### src/design/qcr_pkg.sv
package qcr_pkg;

  localparam int DW = 32;
  localparam int FRAC = 30;
  localparam int AW = 6;
  localparam int RAM_DEPTH = 64;
  localparam int IDX_W = 6;

  // half angle in Q.30 = floor((m * PI30 + 23040) / 46080), split as
  // m * PI_QUOT + floor((m * PI_REM + 23040) / 46080); the /1024 part is a shift
  localparam logic [31:0] PI30 = 32'd3373259426;
  localparam logic [33:0] HALFPI30 = 34'd1686629713;
  localparam logic [33:0] GAIN30 = 34'd652032874;
  localparam logic [14:0] ROUND_ADD = 15'd23040;
  localparam logic [16:0] PI_QUOT = 17'd73204;
  localparam logic [14:0] PI_REM = 15'd19106;
  // ceil(2^26 / 45), exact for dividends below 2^20
  localparam logic [20:0] RECIP45 = 21'd1491309;
  localparam int DIV_STEPS = 2;

  localparam logic [DW-1:0] ONE = 32'h4000_0000;
  localparam int INIT_WORDS = 20;

  localparam logic [1:0] OP_YAW = 2'd0;
  localparam logic [1:0] OP_PITCH = 2'd1;
  localparam logic [1:0] OP_ROLL = 2'd2;
  localparam logic [1:0] OP_NONE = 2'd3;

  // scratch store map
  localparam logic [AW-1:0] A_Q = 6'd0;
  localparam logic [AW-1:0] A_FWD = 6'd4;
  localparam logic [AW-1:0] A_HOR = 6'd8;
  localparam logic [AW-1:0] A_VER = 6'd12;
  localparam logic [AW-1:0] A_DEP = 6'd16;
  localparam logic [AW-1:0] A_LOC = 6'd20;
  localparam logic [AW-1:0] A_NT = 6'd24;
  localparam logic [AW-1:0] A_R = 6'd28;
  localparam logic [AW-1:0] A_P = 6'd32;
  localparam logic [AW-1:0] A_S = 6'd41;
  localparam logic [AW-1:0] A_M = 6'd48;

  localparam logic [6:0] PC_LAST = 7'd76;

  typedef struct packed {
    logic [1:0] operation;
    logic signed [15:0] angle_deg;
  } in_t;

  typedef struct packed {
    logic signed [31:0] forward_x;
    logic signed [31:0] forward_y;
    logic signed [31:0] forward_z;
    logic signed [31:0] rot_w;
    logic signed [31:0] rot_x;
    logic signed [31:0] rot_y;
    logic signed [31:0] rot_z;
  } out_t;

  typedef enum logic [3:0] {
    ST_INIT, ST_IDLE, ST_ANG, ST_DIV, ST_CLD, ST_CORD, ST_WCOS, ST_WSIN,
    ST_ISSUE, ST_EXEC, ST_ACC, ST_WRITE, ST_FIN
  } state_t;

  typedef enum logic [3:0] {
    RG_Q, RG_FWD, RG_AXIS, RG_O1, RG_O2, RG_LOC, RG_NT, RG_R, RG_P, RG_M, RG_S
  } rg_t;

  typedef enum logic {UK_MAC, UK_ALU} uk_t;

  typedef enum logic [1:0] {ALU_COPY, ALU_ONE2S, ALU_2DIF, ALU_2SUM} alu_fn_t;

  typedef enum logic [2:0] {WS_NONE, WS_INIT, WS_COS, WS_SIN, WS_ACC, WS_ALU} wsrc_t;

  typedef struct packed {
    uk_t kind;
    alu_fn_t fn;
    rg_t a_rg;
    logic [3:0] a_off;
    rg_t b_rg;
    logic [3:0] b_off;
    rg_t d_rg;
    logic [3:0] d_off;
    logic first;
    logic last;
    logic neg;
  } uop_t;

  typedef struct packed {
    logic ld_in;
    logic ang;
    logic div_step;
    logic cord_ld;
    logic cord_step;
    logic mul;
    logic acc_add;
    logic acc_clr;
    logic neg;
    logic [IDX_W-1:0] idx;
    alu_fn_t alu_fn;
    wsrc_t wsrc;
    logic [AW-1:0] waddr;
    logic [AW-1:0] raddr_a;
    logic [AW-1:0] raddr_b;
    logic out_load;
  } cmd_t;

  typedef struct packed {
    logic [1:0] op;
  } sts_t;

  // quaternion product terms k = 4*t + j: a = loc[j], b = q[j ^ t]
  localparam logic [15:0] QP_NEG = 16'h428E;

  // pair products xx yy zz xy xz yz wx wy wz
  localparam logic [3:0] PA [9] = '{4'd1, 4'd2, 4'd3, 4'd1, 4'd1, 4'd2, 4'd0, 4'd0, 4'd0};
  localparam logic [3:0] PB [9] = '{4'd1, 4'd2, 4'd3, 4'd2, 4'd3, 4'd3, 4'd1, 4'd2, 4'd3};

  // rotation matrix entries from the pair products
  localparam alu_fn_t MF [9] = '{ALU_ONE2S, ALU_2DIF, ALU_2SUM, ALU_2SUM, ALU_ONE2S,
                                 ALU_2DIF, ALU_2DIF, ALU_2SUM, ALU_ONE2S};
  localparam logic [3:0] MA [9] = '{4'd1, 4'd3, 4'd4, 4'd3, 4'd0, 4'd5, 4'd4, 4'd5, 4'd0};
  localparam logic [3:0] MB [9] = '{4'd2, 4'd8, 4'd7, 4'd8, 4'd2, 4'd6, 4'd7, 4'd6, 4'd1};

  localparam logic [3:0] VI [9] = '{4'd0, 4'd0, 4'd0, 4'd1, 4'd1, 4'd1, 4'd2, 4'd2, 4'd2};
  localparam logic [3:0] VJ [9] = '{4'd0, 4'd1, 4'd2, 4'd0, 4'd1, 4'd2, 4'd0, 4'd1, 4'd2};

  function automatic logic [30:0] atan_q30(input logic [IDX_W-1:0] i);
    logic [30:0] r;
    unique case (i)
      6'd0: r = 31'd843314857;
      6'd1: r = 31'd497837829;
      6'd2: r = 31'd263043837;
      6'd3: r = 31'd133525159;
      6'd4: r = 31'd67021687;
      6'd5: r = 31'd33543516;
      6'd6: r = 31'd16775851;
      6'd7: r = 31'd8388437;
      6'd8: r = 31'd4194283;
      6'd9: r = 31'd2097149;
      default: r = (i <= 6'd30) ? (31'd1 << (6'd30 - i)) : 31'd0;
    endcase
    return r;
  endfunction

  function automatic logic is_unit(input logic [AW-1:0] a);
    return (a == A_Q) || (a == A_FWD + 6'd2) || (a == A_HOR) ||
           (a == A_VER + 6'd1) || (a == A_DEP + 6'd2);
  endfunction

  function automatic uop_t ucode(input logic [6:0] pc);
    uop_t u;
    logic [6:0] k;
    logic [3:0] r;
    rg_t vg;
    u.kind = UK_MAC;
    u.fn = ALU_COPY;
    u.a_rg = RG_Q;
    u.a_off = 4'd0;
    u.b_rg = RG_Q;
    u.b_off = 4'd0;
    u.d_rg = RG_Q;
    u.d_off = 4'd0;
    u.first = 1'b1;
    u.last = 1'b1;
    u.neg = 1'b0;
    k = 7'd0;
    r = 4'd0;
    vg = RG_FWD;
    if (pc < 7'd3) begin
      // local quaternion vector part: s * axis
      u.a_rg = RG_S;
      u.b_rg = RG_AXIS;
      u.b_off = pc[3:0];
      u.d_rg = RG_LOC;
      u.d_off = pc[3:0] + 4'd1;
    end else if (pc < 7'd19) begin
      k = pc - 7'd3;
      u.a_rg = RG_LOC;
      u.a_off = {2'b00, k[1:0]};
      u.b_off = {2'b00, k[1:0] ^ k[3:2]};
      u.neg = QP_NEG[k[3:0]];
      u.first = (k[1:0] == 2'd0);
      u.last = (k[1:0] == 2'd3);
      u.d_rg = RG_NT;
      u.d_off = {2'b00, k[3:2]};
    end else if (pc < 7'd23) begin
      k = pc - 7'd19;
      u.kind = UK_ALU;
      u.a_rg = RG_NT;
      u.a_off = k[3:0];
      u.d_off = k[3:0];
    end else if (pc < 7'd32) begin
      k = pc - 7'd23;
      u.a_rg = RG_LOC;
      u.a_off = PA[k[3:0]];
      u.b_rg = RG_LOC;
      u.b_off = PB[k[3:0]];
      u.d_rg = RG_P;
      u.d_off = k[3:0];
    end else if (pc < 7'd41) begin
      k = pc - 7'd32;
      u.kind = UK_ALU;
      u.fn = MF[k[3:0]];
      u.a_rg = RG_P;
      u.a_off = MA[k[3:0]];
      u.b_rg = RG_P;
      u.b_off = MB[k[3:0]];
      u.d_rg = RG_M;
      u.d_off = k[3:0];
    end else begin
      k = pc - 7'd41;
      if (k < 7'd12) begin
        vg = RG_FWD;
        r = k[3:0];
      end else if (k < 7'd24) begin
        vg = RG_O1;
        r = 4'(k - 7'd12);
      end else begin
        vg = RG_O2;
        r = 4'(k - 7'd24);
      end
      if (r < 4'd9) begin
        u.a_rg = vg;
        u.a_off = VJ[r];
        u.b_rg = RG_M;
        u.b_off = r;
        u.d_rg = RG_R;
        u.d_off = VI[r];
        u.first = (VJ[r] == 4'd0);
        u.last = (VJ[r] == 4'd2);
      end else begin
        u.kind = UK_ALU;
        u.a_rg = RG_R;
        u.a_off = r - 4'd9;
        u.d_rg = vg;
        u.d_off = r - 4'd9;
      end
    end
    return u;
  endfunction

endpackage

### src/design/qcr_ctrl.sv
module qcr_ctrl #(
  parameter int CORDIC_STEPS = 24
) (
  input  logic          clk,
  input  logic          rst_n,
  input  logic          in_valid,
  output logic          in_stall,
  output logic          out_valid,
  input  logic          out_stall,
  input  qcr_pkg::sts_t sts,
  output qcr_pkg::cmd_t cmd
);

  qcr_pkg::state_t state_r, state_nxt;
  logic [qcr_pkg::IDX_W-1:0] cnt_r, cnt_nxt;
  logic [6:0] pc_r, pc_nxt;
  logic out_valid_r, out_valid_nxt;
  logic out_free;
  qcr_pkg::uop_t u;

  function automatic logic [qcr_pkg::AW-1:0] rg_addr(input qcr_pkg::rg_t rg,
                                                     input logic [3:0] off,
                                                     input logic [1:0] op);
    logic [qcr_pkg::AW-1:0] b;
    unique case (rg)
      qcr_pkg::RG_Q:    b = qcr_pkg::A_Q;
      qcr_pkg::RG_FWD:  b = qcr_pkg::A_FWD;
      qcr_pkg::RG_AXIS: b = (op == qcr_pkg::OP_YAW) ? qcr_pkg::A_VER :
                            (op == qcr_pkg::OP_PITCH) ? qcr_pkg::A_HOR : qcr_pkg::A_DEP;
      qcr_pkg::RG_O1:   b = (op == qcr_pkg::OP_PITCH) ? qcr_pkg::A_VER : qcr_pkg::A_HOR;
      qcr_pkg::RG_O2:   b = (op == qcr_pkg::OP_ROLL) ? qcr_pkg::A_VER : qcr_pkg::A_DEP;
      qcr_pkg::RG_LOC:  b = qcr_pkg::A_LOC;
      qcr_pkg::RG_NT:   b = qcr_pkg::A_NT;
      qcr_pkg::RG_R:    b = qcr_pkg::A_R;
      qcr_pkg::RG_P:    b = qcr_pkg::A_P;
      qcr_pkg::RG_M:    b = qcr_pkg::A_M;
      qcr_pkg::RG_S:    b = qcr_pkg::A_S;
      default:          b = qcr_pkg::A_Q;
    endcase
    return b + {2'b00, off};
  endfunction

  assign u = qcr_pkg::ucode(pc_r);
  assign out_free = !out_valid_r || !out_stall;
  assign in_stall = (state_r != qcr_pkg::ST_IDLE);
  assign out_valid = out_valid_r;

  always_comb begin
    state_nxt = state_r;
    unique case (state_r)
      qcr_pkg::ST_INIT:
        if (cnt_r == qcr_pkg::IDX_W'(qcr_pkg::INIT_WORDS - 1)) state_nxt = qcr_pkg::ST_IDLE;
      qcr_pkg::ST_IDLE:
        if (in_valid) state_nxt = qcr_pkg::ST_ANG;
      qcr_pkg::ST_ANG:
        state_nxt = (sts.op == qcr_pkg::OP_NONE) ? qcr_pkg::ST_FIN : qcr_pkg::ST_DIV;
      qcr_pkg::ST_DIV:
        if (cnt_r == qcr_pkg::IDX_W'(qcr_pkg::DIV_STEPS - 1)) state_nxt = qcr_pkg::ST_CLD;
      qcr_pkg::ST_CLD:
        state_nxt = qcr_pkg::ST_CORD;
      qcr_pkg::ST_CORD:
        if (cnt_r == qcr_pkg::IDX_W'(CORDIC_STEPS - 1)) state_nxt = qcr_pkg::ST_WCOS;
      qcr_pkg::ST_WCOS:
        state_nxt = qcr_pkg::ST_WSIN;
      qcr_pkg::ST_WSIN:
        state_nxt = qcr_pkg::ST_ISSUE;
      qcr_pkg::ST_ISSUE:
        state_nxt = qcr_pkg::ST_EXEC;
      qcr_pkg::ST_EXEC:
        if (u.kind == qcr_pkg::UK_MAC) begin
          state_nxt = qcr_pkg::ST_ACC;
        end else begin
          state_nxt = (pc_r == qcr_pkg::PC_LAST) ? qcr_pkg::ST_FIN : qcr_pkg::ST_ISSUE;
        end
      qcr_pkg::ST_ACC:
        state_nxt = u.last ? qcr_pkg::ST_WRITE : qcr_pkg::ST_ISSUE;
      qcr_pkg::ST_WRITE:
        state_nxt = (pc_r == qcr_pkg::PC_LAST) ? qcr_pkg::ST_FIN : qcr_pkg::ST_ISSUE;
      qcr_pkg::ST_FIN:
        if (out_free) state_nxt = qcr_pkg::ST_IDLE;
      default:
        state_nxt = qcr_pkg::ST_INIT;
    endcase
  end

  always_comb begin
    cnt_nxt = (state_nxt != state_r) ? '0 : cnt_r + 1'b1;
    pc_nxt = pc_r;
    if (state_r == qcr_pkg::ST_IDLE) begin
      pc_nxt = 7'd0;
    end else if ((state_r == qcr_pkg::ST_EXEC && u.kind == qcr_pkg::UK_ALU) ||
                 (state_r == qcr_pkg::ST_ACC && !u.last) ||
                 state_r == qcr_pkg::ST_WRITE) begin
      pc_nxt = pc_r + 7'd1;
    end
    out_valid_nxt = out_valid_r;
    if (cmd.out_load) begin
      out_valid_nxt = 1'b1;
    end else if (out_valid_r && !out_stall) begin
      out_valid_nxt = 1'b0;
    end
  end

  always_comb begin
    cmd = '0;
    cmd.wsrc = qcr_pkg::WS_NONE;
    cmd.alu_fn = u.fn;
    cmd.raddr_a = rg_addr(u.a_rg, u.a_off, sts.op);
    cmd.raddr_b = rg_addr(u.b_rg, u.b_off, sts.op);
    cmd.idx = cnt_r;
    cmd.neg = u.neg;
    cmd.acc_clr = u.first;
    unique case (state_r)
      qcr_pkg::ST_INIT: begin
        cmd.wsrc = qcr_pkg::WS_INIT;
        cmd.waddr = cnt_r;
      end
      qcr_pkg::ST_IDLE:  cmd.ld_in = in_valid;
      qcr_pkg::ST_ANG:   cmd.ang = 1'b1;
      qcr_pkg::ST_DIV:   cmd.div_step = 1'b1;
      qcr_pkg::ST_CLD:   cmd.cord_ld = 1'b1;
      qcr_pkg::ST_CORD:  cmd.cord_step = 1'b1;
      qcr_pkg::ST_WCOS: begin
        cmd.wsrc = qcr_pkg::WS_COS;
        cmd.waddr = qcr_pkg::A_LOC;
      end
      qcr_pkg::ST_WSIN: begin
        cmd.wsrc = qcr_pkg::WS_SIN;
        cmd.waddr = qcr_pkg::A_S;
      end
      qcr_pkg::ST_ISSUE: ;
      qcr_pkg::ST_EXEC: begin
        if (u.kind == qcr_pkg::UK_MAC) begin
          cmd.mul = 1'b1;
        end else begin
          cmd.wsrc = qcr_pkg::WS_ALU;
          cmd.waddr = rg_addr(u.d_rg, u.d_off, sts.op);
        end
      end
      qcr_pkg::ST_ACC:   cmd.acc_add = 1'b1;
      qcr_pkg::ST_WRITE: begin
        cmd.wsrc = qcr_pkg::WS_ACC;
        cmd.waddr = rg_addr(u.d_rg, u.d_off, sts.op);
      end
      qcr_pkg::ST_FIN:   cmd.out_load = out_free;
      default: ;
    endcase
  end

  always_ff @(posedge clk) begin
    if (!rst_n) begin
      state_r <= qcr_pkg::ST_INIT;
      cnt_r <= '0;
      pc_r <= 7'd0;
      out_valid_r <= 1'b0;
    end else begin
      state_r <= state_nxt;
      cnt_r <= cnt_nxt;
      pc_r <= pc_nxt;
      out_valid_r <= out_valid_nxt;
    end
  end

endmodule

### config.mk
export PLATFORM = sky130hd
export DESIGN_NAME = qcr_ctrl
export DESIGN_NICKNAME = d
export VERILOG_FILES = /design/src/design/qcr_pkg.sv /design/src/design/qcr_ctrl.sv
export SDC_FILE = /design/constraint.sdc
export NUM_CORES = 1
export LEC_CHECK = 0
export ABC_CLOCK_PERIOD_IN_PS = 4250
export BUFFER_PORTS_ARGS = -buffer_cell sky130_fd_sc_hd__buf_2
export CAP_MARGIN = 20
export CORE_UTILIZATION = 31
export CTS_CLUSTER_DIAMETER = 100
export DETAILED_ROUTE_END_ITERATION = 6
export PLACE_DENSITY = 0.55
export SLEW_MARGIN = 5
export SYNTH_ARGS = -nofsm -noshare
export SYNTH_HDL_FRONTEND = slang
export SYNTH_SLANG_ARGS = --single-unit
### constraint.sdc
create_clock -name clk -period 4.25 [get_ports clk]
set_clock_uncertainty 0.2 [all_clocks]
set_input_delay 0.6375 -clock clk [delete_from_list [all_inputs] [get_ports clk]]
set_output_delay 0.6375 -clock clk [all_outputs]
set_load 0.01 [all_outputs]
[Word-level counts from Yosys, hierarchy flattened]
Memories as Yosys holds them, arrays and structs flattened.
Index checks and enable logic that the tools add are counted.
Storage, ports and cells
  memories: 8
  logic and storage cells: 203
  register bits: 18
  input port bits: 6
  memory bits (read-only): 432
  output and inout port bits: 41
Memory list
  (no name shown): words 16, bits a word 4, rd ports 1, clocked after Yosys merged registers in 0, wr ports 0, line qcr_pkg.sv:230  | u.last = (VJ[r] == 4'd2);
  (no name shown): words 16, bits a word 4, rd ports 1, clocked after Yosys merged registers in 0, wr ports 0, line qcr_pkg.sv:228  | u.d_off = VI[r];
  (no name shown): words 16, bits a word 4, rd ports 1, clocked after Yosys merged registers in 0, wr ports 0, line qcr_pkg.sv:207  | u.b_off = MB[k[3:0]];
  (no name shown): words 16, bits a word 4, rd ports 1, clocked after Yosys merged registers in 0, wr ports 0, line qcr_pkg.sv:205  | u.a_off = MA[k[3:0]];
  (no name shown): words 16, bits a word 4, rd ports 1, clocked after Yosys merged registers in 0, wr ports 0, line qcr_pkg.sv:197  | u.b_off = PB[k[3:0]];
  (no name shown): words 16, bits a word 4, rd ports 1, clocked after Yosys merged registers in 0, wr ports 0, line qcr_pkg.sv:195  | u.a_off = PA[k[3:0]];
  2 more memories
Cells by class
  eq/ne operators: 53
  add/subtract/negate cells: 15
  reduce and logical (&&, ||, !) cells: 16
  magnitude comparators: 12
  multiplexer cells: 90
  bitwise operators: 5
Operators by type and width (count)
  $pmux 6 s10: 3
  $mux 4: 34
  $eq 4x3->1 const B: 16
  $eq 4x4->1 const B: 14
  $pmux 4 s13: 1
  $mux 24: 2
  $pmux 9 s5: 1
  $mux 8: 5
  $eq 4x2->1 const B: 9
  $mux 3: 9
  $add 6x4->6: 4
  $lt 7x5->1 const B: 3
  $mux 2: 9
  $mux 6: 3
  $eq 4x1->1 const B: 4
  $mux 1: 16
  $mux 16: 1
  $ge 5x5->1 const B: 3
  $mux 5: 3
  $not 4->5: 3
  $lt 7x6->1 const B: 2
  $mux 14: 1
  $eq 6x5->1 const B: 2
  $mux 12: 1
  28 further kinds: 42

[Longest topological paths before layout]
  word-level depth: 27
  mapped depth: 21
  mapped depth without buffers: 19

[Worst setup path before layout]
OpenSTA, ideal clock, no wires.
  path type: register to output
  start: register pc_r[0]
  end: output port cmd[11] in the netlist's numbering
  slack: -0.398 ns
  arrival time: 3.810 ns
  cell stages (with the launch flop): 20
  buffers on the path: 2
  data required time: 3.412 ns
  cells stage by stage: dfxtp_1 > buf_2 > inv_1 > ha_1 > clkbuf_1 > and3_1 > o21ai_0 > and3_1 > or4_4 > and4_4 > nor2_1 > o22ai_1 > o21ai_0 > o31ai_1 > ha_1 > ha_1 > a21oi_1 > nor2b_1 > nor2_1 > xor2_1
RTL lines
  start, declared: line qcr_ctrl.sv:16  | logic [6:0] pc_r, pc_nxt;
  start signal, assigned: line qcr_ctrl.sv:159  | pc_r <= pc_nxt;
  end, declared: line qcr_ctrl.sv:11  | output qcr_pkg::cmd_t cmd

==> impl_metrics.toml <==
[outcome]
outcome = "complete, but fails checks"
violations = "setup timing"

[job]
drv_cap = 0

[worst_hold_path]
hp-start = "cnt_r[0]$_SDFF_PP0_"
worstHoldPathType = "flop to flop"

[critical_path]
startpoint = "pc_r[1]$_SDFFE_PP0P_"
crit_arrival_ps = 3640
startpoint_type = "flop"
end_kind = "output pin"
crit-reg2reg-launch = "pc_r[5]$_SDFFE_PP0P_"
cp_max_fo = 4
required_ps = 3410
path_class = "flop to output pin"

[die]
die_y_um = 105
fp.dieArea_um2 = 11000
core_um2 = 10300
num_io_pins = 47
dieWidth_um = 105
rows = 37
initial_core_util_pct = 31.9

[placement]
place.gp.congestion = 0.936
post-dp-hpwl_mm = 9.58
port_buffers = 46
dp_slack_ps = -147

[drt]
antenna_left = 0
routed_wl_mm = 12.9
wire_per_inst_um = 17.6
viasPerCell = 5.80
dr.pass1.iters = 5
drc = 0
vias = 4269
drtIter0Drc = 444

[logic_synthesis]
synth_edf_count = 0
synth_top_flop_cell = "dfxtp_1"
ys_ff_latch = 18
yosysSeqAreaShare_pct = 11.0
yosys_warnings = 0
syn_inst = 482
async_flop_share_pct = 0
avgSynthCellArea_um2 = 6.80
netlist-cell-type-count = 78
syn_area_um2 = 3280

[timing]
slew_violations = 0
hold_viol = 0
layout_min_cycle_time_ps = 4480
setup_viol = 11
finalCritPeriodShare_pct = 105
slew-limit-headroom_pct = 49.8
max_freq_ghz = 0.223
finalWorstSetupSlack_ps = -227
worst_pin_slew_ps = 746
grt_setup_unrepaired = "true"

[clock_network]
htree_num_levels = 1
clock-sinks = 18
clkTransAtPathRegs_ps = 80
cts_buffer_depth = 2
clock_latency_ps = 260
root_buffer = "clkbuf_8"
cts_hold_buf = 0
cts_tree = "built"
cts_buffers = 3

[global_route]
overflow = 0
antenna_found_initial = 0
grt_max_degree = 22
grt_pass1_vias = 4051
grt_usage_pct = 22.8
grt_pass1_wl_mm = 20.4

[cells_and_area]
area_delta_synth_final_pct = 45.9
diodes = 0
fillCellCount = 1040
fin_nets = 629
drive_gt1_share_pct = 38.7

[power_and_ir_drop]
power_density_nw_per_um2 = 132
power_leakage_nw = 2.02
power_w = 0.000631
vdd_ir_drop_max_mv = 0.167
==> synthesized netlist by cell type, drive strengths merged, types with 10 or more instances <==
cell type	n	area share, %
a21oi	35	5.5
a31oi	10	2.1
buf	15	2.6
clkbuf	17	1.9
dfxtp	18	11
ha	22	8.4
inv	12	1.4
nand2	47	5.4
nand3	14	2.1
nor2	68	7.9
nor3	14	2.3
o21ai	34	5.4
o31ai	10	2.4
xnor2	17	4.5
xor2	12	3.2
==> repair_timing <==
action | 4_1_cts | 5_1_grt
gates resized for setup | 66 | 26
pin swaps | 31 | 24
endpoints found under the setup margin | 14 | 17
setup buffers | 15 | 10
==> area by class of cell <==
cell class / instances / area, µm² / share of cell area (%)
Tap cell: 136 / 170 / 3.56
Timing Repair Buffer: 145 / 1020 / 21.3
Clock buffer: 4 / 55.1 / 1.15
Inverter: 13 / 56.3 / 1.18
Multi-Input combinational cell: 420 / 3110 / 65.0
Sequential cell: 18 / 374 / 7.83
==> per-layer routing <==
metal  GRT usage (%)  part of all wire (%)  wire, µm
met1            30.5                    43      5500
met2            38.5                    47      6100
met3            2.00                   6.9       898
met4            7.65                   3.3       432
met5               0                     0         0
==> kinds of logic after synthesis <==
group | Yosys count | synth area share (%)
simple gates | 197 | 29.1
flops | 18 | 11.0
other cells | 1 | 0.114
buf+inv | 45 | 6.07
compound gates | 161 | 34.9
fa+ha+maj | 22 | 8.40
xor+xnor | 29 | 7.75
mux | 9 | 2.75
==> report_power, final <==
group          internal, W  switching [W]  total, W  leakage [nW]
registers         0.000183      0.0000515  0.000235         0.149
logic             0.000110       0.000140  0.000251          1.85
clock network    0.0000825      0.0000634  0.000146        0.0288
total             0.000376       0.000255  0.000631          2.02
==> through the flow <==
step	area [µm²]	hold slack (ps)	TNS [ps]	std cells	util, %
floorplan	3340	291	-1.62	483	-
global placement	4170	315	-512	711	40.6
detailed placement	4170	315	-535	711	40.6
CTS	4600	336	-1300	728	44.8
global route	4780	364	-3030	736	46.5
finish	4780	341	-1670	736	46.5
==> worst max-delay path, cell delays in order (launching register included) <==
cell and delay (ps):
dfxtp_4 370, o31a_1 320, or3_4 340, and2_4 180, or3_4 380, buf_4 160, and4_4 200, buf_12 130
o221ai_4 220, mux2i_1 100, o21ai_1 190, ha_1 270, nor2b_1 130, nor2_1 110, xor2_1 140, buf_2 140
==> final timing paths <==
kind	cells past startpoint	slack, ps	to
setup / recovery	15	-230	cmd[11]
hold / removal	1	340	cnt_r[0]$_SDFF_PP0_
setup reg to reg	14	520	pc_r[2]$_SDFFE_PP0P_
hold reg to reg	1	340	cnt_r[0]$_SDFF_PP0_
==> placed cells by master (no fill, tap or decap), types with 5 or more instances in the layout <==
cell | netlist | layout
buf_2 | 9 | 46
nor3_1 | 13 | 10
nand2_1 | 47 | 45
a21oi_1 | 34 | 28
nor2_1 | 67 | 61
and2_1 | 6 | 6
a21oi_2 | 1 | 7
buf_6 | 2 | 9
nand2b_1 | 7 | 7
inv_1 | 12 | 9
nand3_1 | 14 | 13
ha_1 | 22 | 16
a31oi_1 | 9 | 7
dfxtp_1 | 18 | 13
a21o_1 | 8 | 8
nor2_2 | 1 | 5
mux2i_1 | 9 | 9
o31ai_1 | 9 | 6
xnor2_1 | 17 | 14
and3_1 | 8 | 7
o211ai_1 | 6 | 6
nor2b_1 | 8 | 7
xor2_1 | 12 | 11
a211oi_1 | 5 | 5
o21ai_0 | 30 | 20
buf_4 | 1 | 89
o21ai_1 | 2 | 8
==> sequential cells by signal (all words and copies together) (netlist names) <==
| register | flops |
|---|---|
| pc_r | 7 |
| cnt_r | 6 |
| state_r | 4 |
| out_valid | 1 |
Note: power is estimated with default switching activity, not from simulation.
